### config.mk
export PLATFORM = sky130hd
export DESIGN_NAME = phase_freq_correct_pwm_timer_flat
export DESIGN_NICKNAME = d
export VERILOG_FILES = /design/src/hw/rtl/ptmr_pkg.sv /design/src/hw/rtl/ptmr_item_if.sv /design/src/hw/rtl/ptmr_result_if.sv /design/src/hw/rtl/ptmr_counter.sv /design/src/hw/rtl/ptmr_compare.sv /design/src/hw/rtl/phase_freq_correct_pwm_timer.sv /design/src/flat_wrapper.sv
export SDC_FILE = /design/constraint.sdc
export NUM_CORES = 1
export LEC_CHECK = 0
export BUFFER_PORTS_ARGS = -buffer_cell sky130_fd_sc_hd__buf_2
export CORE_MARGIN = 2
export CORE_UTILIZATION = 45
export DETAILED_ROUTE_END_ITERATION = 10
export PLACE_DENSITY_LB_ADDON = 0.05
export SLEW_MARGIN = 20
export SYNTH_ARGS = -nofsm -noshare
export SYNTH_HDL_FRONTEND = slang
export SYNTH_SLANG_ARGS = --single-unit
### constraint.sdc
create_clock -name clk -period 16.1 [get_ports clk]
set_input_delay 3.22 -clock clk [delete_from_list [all_inputs] [get_ports clk]]
set_output_delay 3.22 -clock clk [all_outputs]
set_load 0.1 [all_outputs]
### src/hw/rtl/ptmr_pkg.sv
// ----------------------------------------------------------------------------
// ptmr_pkg
// shared types and codes of the phase and frequency correct pwm timer
// ----------------------------------------------------------------------------
`default_nettype none

package ptmr_pkg;

  localparam int CNT_W   = 16;
  localparam int WAVE_W  = 4;
  localparam int MASK_W  = 4;

  typedef logic [1:0]        cmd_t;
  typedef logic [1:0]        chan_t;
  typedef logic [CNT_W-1:0]  count_t;
  typedef logic [WAVE_W-1:0] wave_t;
  typedef logic [MASK_W-1:0] mask_t;

  localparam cmd_t CMD_TICK    = 2'd0;
  localparam cmd_t CMD_COMPARE = 2'd1;
  localparam cmd_t CMD_TOP     = 2'd2;
  localparam cmd_t CMD_NONE    = 2'd3;

  localparam count_t TOP_RESET     = 16'hFFFF;
  localparam count_t COMPARE_RESET = 16'h0003;
  localparam mask_t  MASK_RESET    = 4'hF;

  // one request as it is committed to the timer state
  typedef struct packed {
    logic   fire;
    cmd_t   cmd;
    chan_t  channel;
    count_t value;
  } op_t;

  // counter status after the committed request
  typedef struct packed {
    count_t count;
    logic   bottom;
    logic   down;
  } cnt_t;

endpackage

`default_nettype wire

### src/hw/rtl/ptmr_item_if.sv
// ----------------------------------------------------------------------------
// ptmr_item_if
// request channel: tick, compare write or top write
// ----------------------------------------------------------------------------
`default_nettype none

interface ptmr_item_if;
  logic             valid;
  logic             ready;
  ptmr_pkg::cmd_t   cmd;
  ptmr_pkg::chan_t  channel;
  ptmr_pkg::count_t value;

  modport source(output valid, output cmd, output channel, output value, input ready);
  modport sink(input valid, input cmd, input channel, input value, output ready);
endinterface

`default_nettype wire

### src/hw/rtl/ptmr_result_if.sv
// ----------------------------------------------------------------------------
// ptmr_result_if
// result channel: waveform bits and counter status
// ----------------------------------------------------------------------------
`default_nettype none

interface ptmr_result_if;
  logic             valid;
  logic             ready;
  ptmr_pkg::wave_t  wave_out;
  ptmr_pkg::count_t count_now;
  logic             at_bottom;
  logic             counting_down;

  modport source(output valid, output wave_out, output count_now, output at_bottom,
                 output counting_down, input ready);
  modport sink(input valid, input wave_out, input count_now, input at_bottom,
               input counting_down, output ready);
endinterface

`default_nettype wire

### src/hw/rtl/ptmr_counter.sv
// ----------------------------------------------------------------------------
// ptmr_counter
// prescaler, up/down counter and top register
// ----------------------------------------------------------------------------
`default_nettype none

module ptmr_counter #(
  parameter int PRESCALE_DIV = 64
) (
  input  wire logic         clk,
  input  wire logic         rst,
  input  wire ptmr_pkg::op_t op,
  output ptmr_pkg::cnt_t    status
);

  localparam int PW = (PRESCALE_DIV > 1) ? $clog2(PRESCALE_DIV) : 1;
  localparam logic [PW-1:0] PRESCALE_LAST = PW'(PRESCALE_DIV - 1);

  logic [PW-1:0]    prescale_count;
  logic [PW-1:0]    prescale_count_next;
  ptmr_pkg::count_t counter;
  ptmr_pkg::count_t top_value;
  ptmr_pkg::count_t top_value_next;
  logic             down_flag;
  logic             step;
  ptmr_pkg::count_t cnt_step;
  logic             down_step;

  always_comb begin
    prescale_count_next = prescale_count;
    top_value_next      = top_value;
    step                = 1'b0;
    unique case (op.cmd)
      ptmr_pkg::CMD_TICK: begin
        if (prescale_count == PRESCALE_LAST) begin
          prescale_count_next = '0;
          step                = 1'b1;
        end else begin
          prescale_count_next = PW'(prescale_count + 1'b1);
        end
      end
      ptmr_pkg::CMD_TOP: begin
        top_value_next = op.value;
      end
      default: begin
      end
    endcase
  end

  // one counter step; turnaround at top, also when top was lowered below count
  always_comb begin
    cnt_step  = counter;
    down_step = down_flag;
    if (!down_flag && counter < top_value) begin
      cnt_step  = ptmr_pkg::CNT_W'(counter + 1'b1);
      down_step = (cnt_step == top_value);
    end else begin
      down_step = 1'b1;
      if (counter != '0) begin
        cnt_step = ptmr_pkg::CNT_W'(counter - 1'b1);
      end
    end
  end

  always_comb begin
    status.count  = counter;
    status.bottom = 1'b0;
    status.down   = down_flag;
    if (step) begin
      status.count  = cnt_step;
      status.bottom = down_step && (cnt_step == '0);
      status.down   = down_step && (cnt_step != '0);
    end
  end

  always_ff @(posedge clk) begin
    if (rst) begin
      prescale_count <= '0;
      counter        <= '0;
      down_flag      <= 1'b0;
      top_value      <= ptmr_pkg::TOP_RESET;
    end else if (op.fire) begin
      prescale_count <= prescale_count_next;
      counter        <= status.count;
      down_flag      <= status.down;
      top_value      <= top_value_next;
    end
  end

  a_down_nonzero: assert property (@(posedge clk) disable iff (rst)
    down_flag |-> counter != '0)
    else $error("counting down with counter at zero");

  a_bottom_on_tick: assert property (@(posedge clk) disable iff (rst)
    status.bottom |-> op.cmd == ptmr_pkg::CMD_TICK && prescale_count == PRESCALE_LAST)
    else $error("bottom outside a prescaled step");

endmodule

`default_nettype wire

### src/hw/rtl/ptmr_compare.sv
// ----------------------------------------------------------------------------
// ptmr_compare
// pending and active compare registers and waveform compare
// ----------------------------------------------------------------------------
`default_nettype none

module ptmr_compare #(
  parameter int NUM_CHANNELS = 4
) (
  input  wire logic            clk,
  input  wire logic            rst,
  input  wire ptmr_pkg::op_t   op,
  input  wire ptmr_pkg::cnt_t  status,
  input  wire ptmr_pkg::mask_t mask,
  output ptmr_pkg::wave_t      wave
);

  // only channels 0..3 can be written or seen
  localparam int NUM_LIVE = (NUM_CHANNELS < ptmr_pkg::WAVE_W) ? NUM_CHANNELS
                                                               : ptmr_pkg::WAVE_W;

  ptmr_pkg::count_t compare_pending [NUM_LIVE];
  ptmr_pkg::count_t compare_active  [NUM_LIVE];
  ptmr_pkg::count_t active_next     [NUM_LIVE];

  for (genvar c = 0; c < ptmr_pkg::WAVE_W; c++) begin : g_chan
    if (c < NUM_LIVE) begin : g_live
      assign active_next[c] = status.bottom ? compare_pending[c] : compare_active[c];
      assign wave[c]        = mask[c] && (status.count < active_next[c]);

      always_ff @(posedge clk) begin
        if (rst) begin
          compare_pending[c] <= ptmr_pkg::COMPARE_RESET;
          compare_active[c]  <= ptmr_pkg::COMPARE_RESET;
        end else if (op.fire) begin
          if (op.cmd == ptmr_pkg::CMD_COMPARE && op.channel == 2'(c)) begin
            compare_pending[c] <= op.value;
          end
          compare_active[c] <= active_next[c];
        end
      end
    end else begin : g_dead
      assign wave[c] = 1'b0;
    end
  end

endmodule

`default_nettype wire

### src/hw/rtl/phase_freq_correct_pwm_timer.sv
// ----------------------------------------------------------------------------
// phase_freq_correct_pwm_timer
// 16-bit phase and frequency correct pwm timer with prescaler and compare outputs
// ----------------------------------------------------------------------------
//  channel   direction  handshake      payload
//  item      in         valid/ready    cmd, channel, value
//  result    out        valid/ready    wave_out, count_now, at_bottom, counting_down
//  cfg       in         cfg_wr_en      cfg_wr_data (output enable mask)
//
//  one request per cycle unless result stalls; input register, then result register
//  the timer state commits when a request moves from the input to the result register
//  a stalled result holds the input register; item.ready drops only when both are full
//  synchronous reset restores all but the payload registers; no clearing pass
// ----------------------------------------------------------------------------
`default_nettype none

module phase_freq_correct_pwm_timer #(
  parameter int PRESCALE_DIV = 64,
  parameter int NUM_CHANNELS = 4
) (
  input  wire logic            clk,
  input  wire logic            rst,
  input  wire logic            cfg_wr_en,
  input  wire ptmr_pkg::mask_t cfg_wr_data,
  ptmr_item_if.sink            item,
  ptmr_result_if.source        result
);

  ptmr_pkg::mask_t  mask;
  logic             s1_valid;
  ptmr_pkg::cmd_t   s1_cmd;
  ptmr_pkg::chan_t  s1_channel;
  ptmr_pkg::count_t s1_value;
  logic             out_valid;
  ptmr_pkg::wave_t  out_wave;
  ptmr_pkg::count_t out_count;
  logic             out_bottom;
  logic             out_down;
  logic             adv;
  ptmr_pkg::op_t    op;
  ptmr_pkg::cnt_t   status;
  ptmr_pkg::wave_t  wave;

  assign adv        = s1_valid && (!out_valid || result.ready);
  assign item.ready = !s1_valid || adv;

  assign op.fire    = adv;
  assign op.cmd     = s1_cmd;
  assign op.channel = s1_channel;
  assign op.value   = s1_value;

  ptmr_counter #(
    .PRESCALE_DIV(PRESCALE_DIV)
  ) u_counter (
    .clk   (clk),
    .rst   (rst),
    .op    (op),
    .status(status)
  );

  ptmr_compare #(
    .NUM_CHANNELS(NUM_CHANNELS)
  ) u_compare (
    .clk   (clk),
    .rst   (rst),
    .op    (op),
    .status(status),
    .mask  (mask),
    .wave  (wave)
  );

  always_ff @(posedge clk) begin
    if (rst) begin
      mask      <= ptmr_pkg::MASK_RESET;
      s1_valid  <= 1'b0;
      out_valid <= 1'b0;
    end else begin
      if (cfg_wr_en) begin
        mask <= cfg_wr_data;
      end
      if (item.ready) begin
        s1_valid <= item.valid;
      end
      if (adv) begin
        out_valid <= 1'b1;
      end else if (result.ready) begin
        out_valid <= 1'b0;
      end
    end
  end

  // payload registers
  always_ff @(posedge clk) begin
    if (item.valid && item.ready) begin
      s1_cmd     <= item.cmd;
      s1_channel <= item.channel;
      s1_value   <= item.value;
    end
    if (adv) begin
      out_wave   <= wave;
      out_count  <= status.count;
      out_bottom <= status.bottom;
      out_down   <= status.down;
    end
  end

  assign result.valid         = out_valid;
  assign result.wave_out      = out_wave;
  assign result.count_now     = out_count;
  assign result.at_bottom     = out_bottom;
  assign result.counting_down = out_down;

  a_bottom_status: assert property (@(posedge clk) disable iff (rst)
    result.valid && result.at_bottom |-> result.count_now == '0 && !result.counting_down)
    else $error("bottom result with nonzero count or down direction");

  a_stall_holds: assert property (@(posedge clk) disable iff (rst)
    s1_valid && out_valid && !result.ready |-> !item.ready)
    else $error("request taken while both stages are blocked");

  a_adv_fills: assert property (@(posedge clk) disable iff (rst)
    adv |=> out_valid)
    else $error("result register empty after a committed request");

endmodule

`default_nettype wire
### src/flat_wrapper.sv
// flat-port wrapper written by rule: the top's interface ports become plain ports
module phase_freq_correct_pwm_timer_flat 
#(
  parameter int PRESCALE_DIV = 64,
  parameter int NUM_CHANNELS = 4
)
  (clk, rst, cfg_wr_en, cfg_wr_data, item_valid, item_cmd, item_channel, item_value, item_ready, result_valid, result_wave_out, result_count_now, result_at_bottom, result_counting_down, result_ready);
  ptmr_item_if item_i ();
  ptmr_result_if result_i ();
  input  wire logic clk;
  input  wire logic rst;
  input  wire logic cfg_wr_en;
  input  wire ptmr_pkg::mask_t cfg_wr_data;
  input wire logic [$bits(item_i.valid)-1:0] item_valid;
  input wire logic [$bits(item_i.cmd)-1:0] item_cmd;
  input wire logic [$bits(item_i.channel)-1:0] item_channel;
  input wire logic [$bits(item_i.value)-1:0] item_value;
  output wire logic [$bits(item_i.ready)-1:0] item_ready;
  output wire logic [$bits(result_i.valid)-1:0] result_valid;
  output wire logic [$bits(result_i.wave_out)-1:0] result_wave_out;
  output wire logic [$bits(result_i.count_now)-1:0] result_count_now;
  output wire logic [$bits(result_i.at_bottom)-1:0] result_at_bottom;
  output wire logic [$bits(result_i.counting_down)-1:0] result_counting_down;
  input wire logic [$bits(result_i.ready)-1:0] result_ready;
  assign item_i.valid = item_valid;
  assign item_i.cmd = item_cmd;
  assign item_i.channel = item_channel;
  assign item_i.value = item_value;
  assign item_ready = item_i.ready;
  assign result_valid = result_i.valid;
  assign result_wave_out = result_i.wave_out;
  assign result_count_now = result_i.count_now;
  assign result_at_bottom = result_i.at_bottom;
  assign result_counting_down = result_i.counting_down;
  assign result_i.ready = result_ready;
  phase_freq_correct_pwm_timer #(.PRESCALE_DIV(PRESCALE_DIV), .NUM_CHANNELS(NUM_CHANNELS)) u_core (.clk(clk), .rst(rst), .cfg_wr_en(cfg_wr_en), .cfg_wr_data(cfg_wr_data), .item(item_i), .result(result_i));
endmodule
==> summary.txt <==
Routing
  – Post-DRT Antenna Nets: 0
  – Final wirelength: about 36000 µm
  – DR WL/cell: around 22 µm
  – DR iter-0 viols: 827
  – 1st-pass router iterations: 5
  – Vias per cell: just under 6
  – Vias: 9767
  – DRC errors left: 0

Critical path
  – Crit path kind: input port to primary output
  – Crit path DAT: between 3000 and 4000 ps
  – Critical Path Fanout Max: 4
  – Crit path largest cell delay: just under 300 ps
  – Critical Path Most Common Cell: buf_2
  – Reg2reg setup slack: around 9300 ps
  – Worst r2r dst: u_core.result.wave_out[1]
  – Bufs and invs on worst path: 2
  – FF-to-FF Start: u_core.u_counter.counter[0]
  – CP cell instances: buf_2 > nor2b_1 > nand2_1 > buf_2
  – Slowest CP cell: buf_2
  – CP endpoint kind: primary output
  – FF-to-FF path depth: 22
  – CP Launch Type: input port
  – Worst EP required: 12880 ps
  – CP delay by family, top: buffers and inverters

Synthesis
  – Cell variety after synth: roughly 80
  – Syn. warnings: 0
  – Flops & latches, synth: between 200 and 250
  – Cells after synthesis: 1246
  – Largest family of logic cells by synthesized area: simple AND/OR/NAND/NOR gates
  – Post-synthesis mux area share: 1.180%
  – Simple-gate share of the synthesized area: a little over a fifth
  – Top-count cell post-synth: edfxtp_1
  – Top post-synthesis cells by area: edfxtp_1 41%, ha_1 7.9%, dfxtp_1 7.2%
  – Seq/Total Area, Yosys: 48.00%
  – Compound-gate portion of the synthesized area: 14.54%
  – Synth Area in Adders: 7.899%
  – XOR/XNOR share of the synthesized area: under 10%
  – Synth Net Count: around 1400
  – EDFF count, synth: 170
  – Post-Syn Area per Cell: 10.04 µm²
  – Synth top cells by count: 170 x edfxtp_1, 120 x and2_1, 102 x a21oi_1, 92 x nand3_1, 84 x nand2_1
  – Synthesized cell area: approximately 13000 µm²
  – Ys flop type: edfxtp_1
  – Area leader, netlist: edfxtp_1
  – Asr flop ratio synth: 0%
  – Yosys top cell area share: approximately 41%

STA
  – Slew HR: roughly 17%
  – Worst Max-Slew Pin Slew: 1240 ps
  – Fin crit period: 7114 ps
  – Final count of hold timing violations: 0
  – Setup TNS: 0 ps
  – # setup viols final: 0
  – Fmax: about 140 MHz
  – Slew Viols, Final: 0
  – Final Skew: between 10 and 15 ps
  – Fin crit share: 44.19%
  – RSZ-0062 raised after global routing: no

Clock tree
  – Worst-Skew Late Latency: 550 ps
  – Clock buffer depth: 3
  – CTS root buffer: clkbuf_16
  – Post-CTS sizing: 0
  – Sink Count: approximately 220
  – Worst-path clk slew: roughly 60 ps
  – Setup Fix Bufs, Post-CTS: 0
  – CTS tree: built
  – Hold Buf Count CTS: 0
  – Total CTS buffers: 26
  – CTS HTree Levels: 1

Pwr
  – Max IR drop VDD: 0.00007358 V
  – Pwr per Cell Area: ~96 nW/µm²
  – Leak: ~5.3 nW
  – Final Power: 1.342 mW

Layout
  – Total area of sequential cells: approximately 6000 µm²
  – Fillers: approximately 2500
  – N_diodes: 0
  – Area occupied by multi-input gates: 6051 µm²
  – Fin nets: roughly 1400
  – Cell area after layout: 14010 µm²
  – Proportion of layout cells with a drive suffix above 1: 11.75%
  – Area grow syn2layout: 11.95%

Global route
  – Antenna violations before repair: 0
  – Largest net degree at the start of global routing: 66
  – Vias in the first global route: between 9000 and 10000
  – Global-route wire length before repair: 55540 µm
  – Gr ovfl total: 0
  – GR Util All Layers: roughly a quarter

Placed design
  – Port buffer count: 52
  – RePlAce Congestion: a little under 0.9
  – DP HPWL: between 20000 and 25000 µm
  – Dpl cell area: 13110 µm²

Floorplanning
  – Die Y-Extent: 170.8 µm
  – Top Ports: 53
  – Initial core utilization: roughly 45%
  – Core footprint: 27550 µm²
  – Die W: around 170 µm
  – Full die area: a little under 30000 µm²
  – Num rows: 61

Worst hold path
  – Hold crit path type: register to register
  – Hold_sp: u_core.mask[1]
  – Worst hold endpoint: u_core.mask[1]
  – Hold depth: 2

Job
  – Max Cap Viol: 0

Run status
  – Status: completed
## per-stage QoR
step | worst slack (ps) | std cells | utilization [%] | hold WS (ps)
global placement | 8992 | 1624 | 47.59 | 478.8
CTS | 8979 | 1672 | 50.82 | 495.8
global route | 8626 | 1672 | 50.84 | 527.0
floorplan | 8901 | 1246 | - | 433.9
finish | 8986 | 1672 | 50.84 | 490.9
detailed placement | 8979 | 1624 | 47.59 | 472.1
## how the worst max path moves through the flow
stage	start	to	slack, ps	depth (start not counted)
final	result_ready	item_ready	8990	4
after detailed placement	result_ready	item_ready	8980	4
after floorplan	result_ready	item_ready	8900	2
after global placement	result_ready	item_ready	8990	4
after CTS	result_ready	item_ready	8980	4
after global routing	u_core.u_counter.counter[0]	u_core.result.wave_out[1]	8630	22
## layer usage
metal	up-vias	GRT usage, %	share of wire [%]
met5	-	0	0
met2	314	36.03	42
met4	0	8.621	3.2
met3	58	5.390	7.5
li1	4676	-	-
met1	4719	37.93	48
## where the power goes
part / switching (mW) / total, mW / internal [mW]
sequential: 0.0130 / 0.635 / 0.622
clock: 0.237 / 0.612 / 0.374
combinational: 0.0674 / 0.0950 / 0.0276
total: 0.318 / 1.34 / 1.02
## worst min-delay path: cells and delay by family (launching register included)
| family | cells | cell delay (ps) |
|---|---|---|
| muxes | 1 | 70 |
| DFF | 1 | 340 |
| and+or+nand+nor | 1 | 60 |
## registers in the layout (all words and copies together) (netlist names), 2 cells and up
name,cells
u_core.result.count_now,16
u_core.s1_channel,2
u_core.s1_value,16
u_core.mask,4
u_core.u_compare.compare_active,64
u_core.u_counter.counter,16
u_core.u_compare.compare_pending,64
u_core.u_counter.prescale_count,6
u_core.result.wave_out,4
u_core.s1_cmd,2
u_core.u_counter.top_value,16
## area by class of cell
type	count	share of cell area (%)
Multi-Input combinational cell	919	43.19
Clock buffer	37	5.109
Timing Repair Buffer	80	3.358
Clock inverter	11	1.233
Sequential cell	215	42.87
Inverter	32	0.8574
Tap cell	378	3.376
## layout by cell type, fill, tap and decap left out, types with 23 or more instances in the layout
| master | synthesis | final |
|---|---|---|
| nand4_1 | 30 | 30 |
| a21oi_1 | 102 | 102 |
| clkbuf_16 | 0 | 26 |
| xnor2_1 | 28 | 27 |
| nor3_1 | 25 | 25 |
| nor2_1 | 51 | 51 |
| a21o_1 | 24 | 24 |
| buf_4 | 6 | 28 |
| o21ai_1 | 64 | 68 |
| o21ai_0 | 29 | 25 |
| inv_1 | 31 | 31 |
| dfxtp_1 | 45 | 45 |
| ha_1 | 79 | 79 |
| and2_1 | 120 | 119 |
| nand3_1 | 92 | 92 |
| buf_2 | 14 | 52 |
| o211ai_1 | 23 | 23 |
| nand2_1 | 84 | 81 |
| edfxtp_1 | 170 | 170 |
## kinds of logic (layout without fill, tap and decap cells)
group           Yosys count  count (layout)
compound gates          297             297
simple gates            483             483
fa+ha+maj                79              79
mux                      14              14
buf+inv                 112             160
xor+xnor                 46              46
flops                   215             215
Power figures use the tool's default switching activity.
